--- src/hdl/prpf_pkg.sv ---
// package: shared types and codes for the port rule packet filter
`timescale 1ns / 1ps
`default_nettype none
package prpf_pkg;

  localparam int CNT_W = 11;  // holds any rule count up to 2047

  localparam logic [1:0] CMD_CLASSIFY = 2'd0;
  localparam logic [1:0] CMD_ADD      = 2'd1;
  localparam logic [1:0] CMD_DELETE   = 2'd2;
  localparam logic [1:0] CMD_READ     = 2'd3;

  localparam logic [1:0] HOOK_IN  = 2'd0;
  localparam logic [1:0] HOOK_OUT = 2'd1;
  localparam logic [1:0] HOOK_FWD = 2'd2;

  localparam logic [1:0] KIND_IN    = 2'd0;
  localparam logic [1:0] KIND_OUT   = 2'd1;
  localparam logic [1:0] KIND_FWD   = 2'd2;
  localparam logic [1:0] KIND_PROXY = 2'd3;

  localparam logic [1:0] ST_OK    = 2'd0;
  localparam logic [1:0] ST_FULL  = 2'd1;
  localparam logic [1:0] ST_RANGE = 2'd2;

  localparam logic [31:0] PROXY_RESET = 32'h8301_0101;

  typedef struct packed {
    logic        valid;
    logic [1:0]  kind;
    logic [15:0] port;
  } entry_t;

  typedef struct packed {
    logic             add;
    logic             del;
    logic [CNT_W-1:0] count;
    logic [CNT_W-1:0] idx;
    logic [1:0]       kind;
    logic [15:0]      port;
  } edit_t;

  typedef struct packed {
    logic             is_read;
    logic [1:0]       hook;
    logic [15:0]      sport;
    logic [15:0]      dport;
    logic [CNT_W-1:0] idx;
  } query_t;

  typedef struct packed {
    logic        active;
    logic        found;
    logic [1:0]  kind;
    logic [15:0] port;
  } tok_t;

endpackage
`default_nettype wire

--- src/hdl/prpf_cell.sv ---
// rule cell: one table entry plus one stage of the search chain
`timescale 1ns / 1ps
`default_nettype none
module prpf_cell
  import prpf_pkg::*;
#(
  parameter int IDX = 0
) (
  input  wire logic   clk,
  input  wire logic   rst,
  input  wire edit_t  edit,
  input  wire query_t query,
  input  wire entry_t nb_entry,
  output entry_t      entry,
  input  wire tok_t   tok_in,
  output tok_t        tok_out
);

  localparam logic [CNT_W-1:0] MY_IDX = CNT_W'(IDX);

  logic hit;

  always_comb begin
    hit = 1'b0;
    if (entry.valid) begin
      if (query.is_read) begin
        hit = (query.idx == MY_IDX);
      end else begin
        case (query.hook)
          HOOK_IN:  hit = (entry.kind == KIND_IN || entry.kind == KIND_PROXY) &&
                          entry.port == query.sport;
          HOOK_OUT: hit = entry.kind == KIND_OUT && entry.port == query.dport;
          HOOK_FWD: hit = entry.kind == KIND_FWD && entry.port == query.sport;
          default:  hit = 1'b0;
        endcase
      end
    end
  end

  always_ff @(posedge clk) begin
    if (rst) begin
      entry.valid    <= 1'b0;
      tok_out.active <= 1'b0;
    end else begin
      if (edit.add && edit.count == MY_IDX) begin
        entry <= '{valid: 1'b1, kind: edit.kind, port: edit.port};
      end else if (edit.del && MY_IDX >= edit.idx) begin
        // compaction: take the entry of the next cell
        entry <= nb_entry;
      end
      tok_out.active <= tok_in.active;
      if (tok_in.active && !tok_in.found && hit) begin
        tok_out.found <= 1'b1;
        tok_out.kind  <= entry.kind;
        tok_out.port  <= entry.port;
      end else begin
        tok_out.found <= tok_in.found;
        tok_out.kind  <= tok_in.kind;
        tok_out.port  <= tok_in.port;
      end
    end
  end

endmodule
`default_nettype wire

--- config.mk ---
export PLATFORM = sky130hd
export DESIGN_NAME = prpf_cell
export DESIGN_NICKNAME = d
export VERILOG_FILES = /design/src/hdl/prpf_pkg.sv /design/src/hdl/prpf_cell.sv
export SDC_FILE = /design/constraint.sdc
export NUM_CORES = 1
export LEC_CHECK = 0
export BUFFER_PORTS_ARGS = -buffer_cell sky130_fd_sc_hd__buf_2
export CELL_PAD_IN_SITES_DETAIL_PLACEMENT = 0
export CELL_PAD_IN_SITES_GLOBAL_PLACEMENT = 2
export CORE_ASPECT_RATIO = 1.5
export CORE_UTILIZATION = 23
export CTS_CLUSTER_DIAMETER = 150
export DETAILED_ROUTE_END_ITERATION = 7
export PLACE_DENSITY = 0.89
export SLEW_MARGIN = 10
export SYNTH_ARGS = -nofsm -noshare
export SYNTH_HDL_FRONTEND = slang
export SYNTH_SLANG_ARGS = --single-unit
--- constraint.sdc ---
create_clock -name clk -period 2.83 [get_ports clk]
set_input_delay 0.283 -clock clk [delete_from_list [all_inputs] [get_ports clk]]
set_output_delay 0.283 -clock clk [all_outputs]
set_load 0.01 [all_outputs]
-- After elaboration in Yosys (flattened, before gate mapping)
Cells that the tools add are included.
- register bits: 39
- output and inout port bits: 39
- word-level logic and storage cells: 37
- muxes and demuxes: 6
- $lt $le $gt $ge: 1
- bitwise operators: 1
- reductions and logical operators: 15
- eq/ne operators: 7
- operators by type and width (cell ; number):
    $mux W19 ; 2
    $eq A16 B16 Y1 ; 2
    $logic_not A11 Y1 ; 2
    $mux W18 ; 1
    $ge A1 B11 Y1 const A ; 1
    $logic_and A1 B1 Y1 ; 7
    $eq A2 B2 Y1 const B ; 3
    $eq A2 B1 Y1 const B ; 2
    $logic_not A2 Y1 ; 2
    $pmux W1 S3 ; 1
    $mux W1 ; 2
    $reduce_and A2 Y1 ; 1
    $reduce_bool A2 Y1 ; 1
    $logic_not A1 Y1 ; 1
    $logic_or A1 B1 Y1 ; 1
    $not A1 Y1 ; 1

-- Depth between registers and ports, before layout
- word-level depth: 8
- gate-level depth with buffers: 9
- gate-level depth less buffers: 8

-- Worst setup path after synthesis
Ideal clock, no wire load.
- kind: register to register
- start point: register entry[16] (netlist bit)
- end point: register tok_out[10] (netlist bit), data pin
- data arrival time: 2.008 ns
- clock period less this slack: 2.269 ns
- required time: 2.570 ns
- library setup time: 0.260 ns
- path slack: 0.561 ns
- stages on the path, launching flop included: 10
- path through: edfxtp_1 > inv_1 > ha_1 > mux2i_1 > nor4_1 > nand3_1 > nor3_2 > a211oi_4 > buf_6 > mux2_4
- word-level cells in the longest chain between the ends: 8
- elaborated cells on any way between the ends: 13
- those cells by class: eq/ne (3); mux (4); reduce/logical (6)
- RTL lines (element ; RTL line ; text):
    start, declared ; prpf_cell.sv:14 ; output entry_t entry,
    start signal, assigned ; prpf_cell.sv:46 ; entry <= '{valid: 1'b1, kind: edit.kind, port: edit.port};
    start signal, assigned ; prpf_cell.sv:49 ; entry <= nb_entry;
    $eq A2 B2 Y1 / $logic_not A2 Y1 (equally long branches) ; prpf_cell.sv:30 ; HOOK_IN: hit = (entry.kind == KIND_IN || entry.kind == KIND_PROXY) &&
    $logic_or A1 B1 Y1 ; prpf_cell.sv:30 ;
    $logic_and A1 B1 Y1 ; prpf_cell.sv:30 ;
    $pmux W1 S3 (*) ; prpf_cell.sv:29 ; case (query.hook)
    $mux W1 (*) ; prpf_cell.sv:26 ; if (query.is_read) begin
    $mux W1 (*) ; prpf_cell.sv:25 ; if (entry.valid) begin
    $logic_and A1 B1 Y1 (*) ; prpf_cell.sv:52 ; if (tok_in.active && !tok_in.found && hit) begin
    $mux W18 (*) ; prpf_cell.sv:52 ;
    end, declared ; prpf_cell.sv:16 ; output tok_t tok_out
Every way passes the cells marked *; elsewhere a longest branch is shown, timed or not.
A chain may end at the register's enable or synchronous reset.

-- Worst setup path after layout
- start point: register entry[4] (netlist bit)
- end point: register tok_out[8] (netlist bit), data pin
- word-level cells in the longest chain between the ends: 7
- elaborated cells on any way between the ends: 10
- those cells by class: eq/ne (2); mux (4); reduce/logical (4)
- RTL lines (element ; RTL line):
    $eq A16 B16 Y1, on equally long branches ; prpf_cell.sv:31, prpf_cell.sv:33, prpf_cell.sv:32
    $logic_and A1 B1 Y1, on equally long branches ; prpf_cell.sv:33, prpf_cell.sv:30, prpf_cell.sv:32
    $pmux W1 S3 (*) ; prpf_cell.sv:29
    $mux W1 (*) ; prpf_cell.sv:26
    $mux W1 (*) ; prpf_cell.sv:25
    $logic_and A1 B1 Y1 (*) ; prpf_cell.sv:52
    $mux W18 (*) ; prpf_cell.sv:52
Marks and branches as above.

==> reports/qor.yml <==
crit_chain: "xor2_1 -> nor4_1 -> nand3_1 -> nor4_4 -> a211oi_4 -> buf_4 -> mux2_4"
crit_family: "simple AND/OR/NAND/NOR gates"
h-tree-depth: 2
postCtsResizedCells: 0
synth.distinct_cells: 26
ir_worst_vdd_mv: 0.188
start_util_pct: 23.6
pwr-share-clk_pct: 38.7
p_sw_mw: 0.297
clkLatencyLatePin_ns: 0.28
fin_tns_setup_ns: 0
via_count: 1891
dieArea_um2: 9910
routed_via_density: 4.32
worst-path-max-fanout: 19
cts_max_path_buffers: 2
worstPathRequired_ns: 2.85
drt-pass1-iter-count: 4
ctsHoldBuffers: 0
grt_pass1_wl_um: 9760
synth_seq_cells: 39
leakagePower_nw: 1.52
relSlewSlack_pct: 48.6
maxCapViolCount: 0
setup_slack_ns: 0.297
die_height_um: 121
hold_viol: 0
grt_max_degree: 20
synth.largest_area_cell: "edfxtp_1"
syn_area_um2: 2190
startpoint_type: "flip-flop"
wl_per_cell_um: 15.7
ios: 168
post_cts_buffers: 0
antenna_found_initial: 0
areaGrowthSynthToFinish_pct: 51.4
tightest_slew_ns: 0.770
clock_sinks: 39
critPathMaxStageDelay_ns: 0.49
synth_edf_count: 37
power_frac_comb_pct: 13.6
report.final.slew_viol_count: 0
diodes: 0
numPortBuffers: 167
drc: 0
rsz0062_at_grt: "false"
status: "completed"
avgSynthCellArea_um2: 14.5
setup_viol: 0
synth_ff_type: "edfxtp_1"
fmax_mhz: 395
end_kind: "flip-flop"
std_cell_rows: 43
grt_use_total_pct: 13.8
synth_area_leaders: "edfxtp_1 51%, mux2_2 14%, xor2_1 9.2%"
fillCellCount: 961
drive_gt1_share_pct: 66.3
ys.warnings.count: 0
coreArea_um2: 9250
routed_wl_um: 6860
switching_share_pct: 21.4
min_path_type: "primary input to flip-flop"
clkTransAtPathRegs_ns: 0.06
internal_power_mw: 1.09
fin_crit_sh_pct: 89.5
path_class: "flip-flop to flip-flop"
min_period_ns: 2.53
cts_tree: "done"
hpwl_um: 5790
ant_nets: 0
clockRootBuffer: "clkbuf_16"
syn-instance-count: 151
async_flop_share_pct: 0
die_w_um: 81.6
synth_nets: 282
yosysSeqAreaShare_pct: 52.7
drt-initial-drc-count: 22
finalWeightedCongestion: 0.794
cts_buffers: 5
nets: 456
netlist.area_leader.share_pct: 50.8
grt_pass1_vias: 1933
seqPwrFrac_pct: 47.8
crit_arrival_ns: 2.55
p_per_area_nw_per_um2: 419
cp_num_buf_inv: 1
globalRouteOverflowTotal: 0
pre_cts_ws_ns: 0.290
finClkSkew_ns: 0.00534
critPathSlowestCell: "edfxtp_1"
==> sequential cells by signal, indices dropped and copies added (netlist names) <==
register	cells
entry	19
tok_out	20
==> routing by layer <==
| layer | vias up | routed length, um | track usage, % |
|---|---|---|---|
| li1 | 919 | - | - |
| met5 | - | 0 | 0 |
| met3 | 12 | 377 | 2.56 |
| met4 | 0 | 191 | 6.14 |
| met1 | 870 | 2490 | 14.5 |
| met2 | 90 | 3800 | 25.5 |
==> worst reg2reg max path, cell delays in order, from the launching register on <==
cell and delay (ns):
edfxtp_1 0.49, xor2_1 0.21, nor4_1 0.40, nand3_1 0.23, nor4_4 0.35, a211oi_4 0.05, buf_4 0.23, mux2_4 0.33
==> path summary, 6_finish.rpt <==
check / start / endpoint / slack [ns] / depth (start not counted)
worst max-delay path: entry[4] / tok_out[8] / 0.30 / 7
worst min-delay path: rst / entry[18] / 0.21 / 2
worst max register to register: entry[4] / tok_out[8] / 0.30 / 7
worst min register to register: entry[18] / entry[18] / 0.57 / 2
==> power groups by stage <==
stage,clock [mW],combinational (mW),sequential (mW)
after floorplan,0,0.0527,0.688
after global placement,0,0.188,0.675
after detailed placement,0,0.191,0.675
after CTS,0.551,0.192,0.663
after global routing,0.571,0.207,0.664
final,0.537,0.188,0.663
==> per-stage QoR <==
stage | total power [mW] | hold slack, ns | util (%) | cells | area [um^2]
floorplan | 0.740 | 0.352 | - | 151 | 2190
global placement | 0.863 | 0.507 | 34.2 | 430 | 3170
detailed placement | 0.866 | 0.509 | 34.2 | 430 | 3170
CTS | 1.41 | 0.214 | 35.8 | 438 | 3310
global route | 1.44 | 0.219 | 35.8 | 438 | 3310
finish | 1.39 | 0.214 | 35.8 | 438 | 3310
==> cell families after synthesis <==
kind of cell               after synthesis  share of synthesized area, %
and+or+nand+nor                         29                          9.04
buffers and inverters                    7                          1.55
muxes                                   38                          21.0
AOI/OAI and AO/OA                        4                          1.77
xor gates and xnor gates                32                          12.8
DFF                                     39                          52.7
adders and majority gates                2                          1.14
==> Yosys cell counts, types with 2 or more instances <==
| cell type | count |
|---|---|
| a21oi_1 | 2 |
| clkbuf_1 | 2 |
| dfxtp_1 | 2 |
| edfxtp_1 | 37 |
| ha_1 | 2 |
| inv_1 | 4 |
| mux2_2 | 27 |
| mux2_4 | 9 |
| mux2i_1 | 2 |
| nand3_1 | 5 |
| nand4_1 | 2 |
| nor3_1 | 2 |
| nor4_1 | 11 |
| nor4b_1 | 2 |
| xnor2_1 | 9 |
| xor2_1 | 23 |
==> placed cells by master, fill, tap and decap left out, types with 3 or more instances in the layout <==
| cell type | count |
|---|---|
| mux2_4 | 9 |
| edfxtp_1 | 37 |
| inv_1 | 4 |
| buf_2 | 167 |
| buf_4 | 3 |
| xnor2_1 | 9 |
| nand3_1 | 5 |
| xor2_1 | 23 |
| clkbuf_16 | 5 |
| mux2_2 | 27 |
| nor4_1 | 11 |
==> layout make-up <==
class | instances | area, um^2 | area share [%]
Timing Repair Buffer | 170 | 858 | 25.9
Tap cell | 112 | 140 | 4.23
Multi-Input combinational cell | 105 | 1000 | 30.4
Clock buffer | 5 | 125 | 3.78
Inverter | 4 | 15.0 | 0.454
Clock inverter | 3 | 15.0 | 0.454
Sequential cell | 39 | 1150 | 34.8
Note: power is estimated with default switching activity, not from simulation.
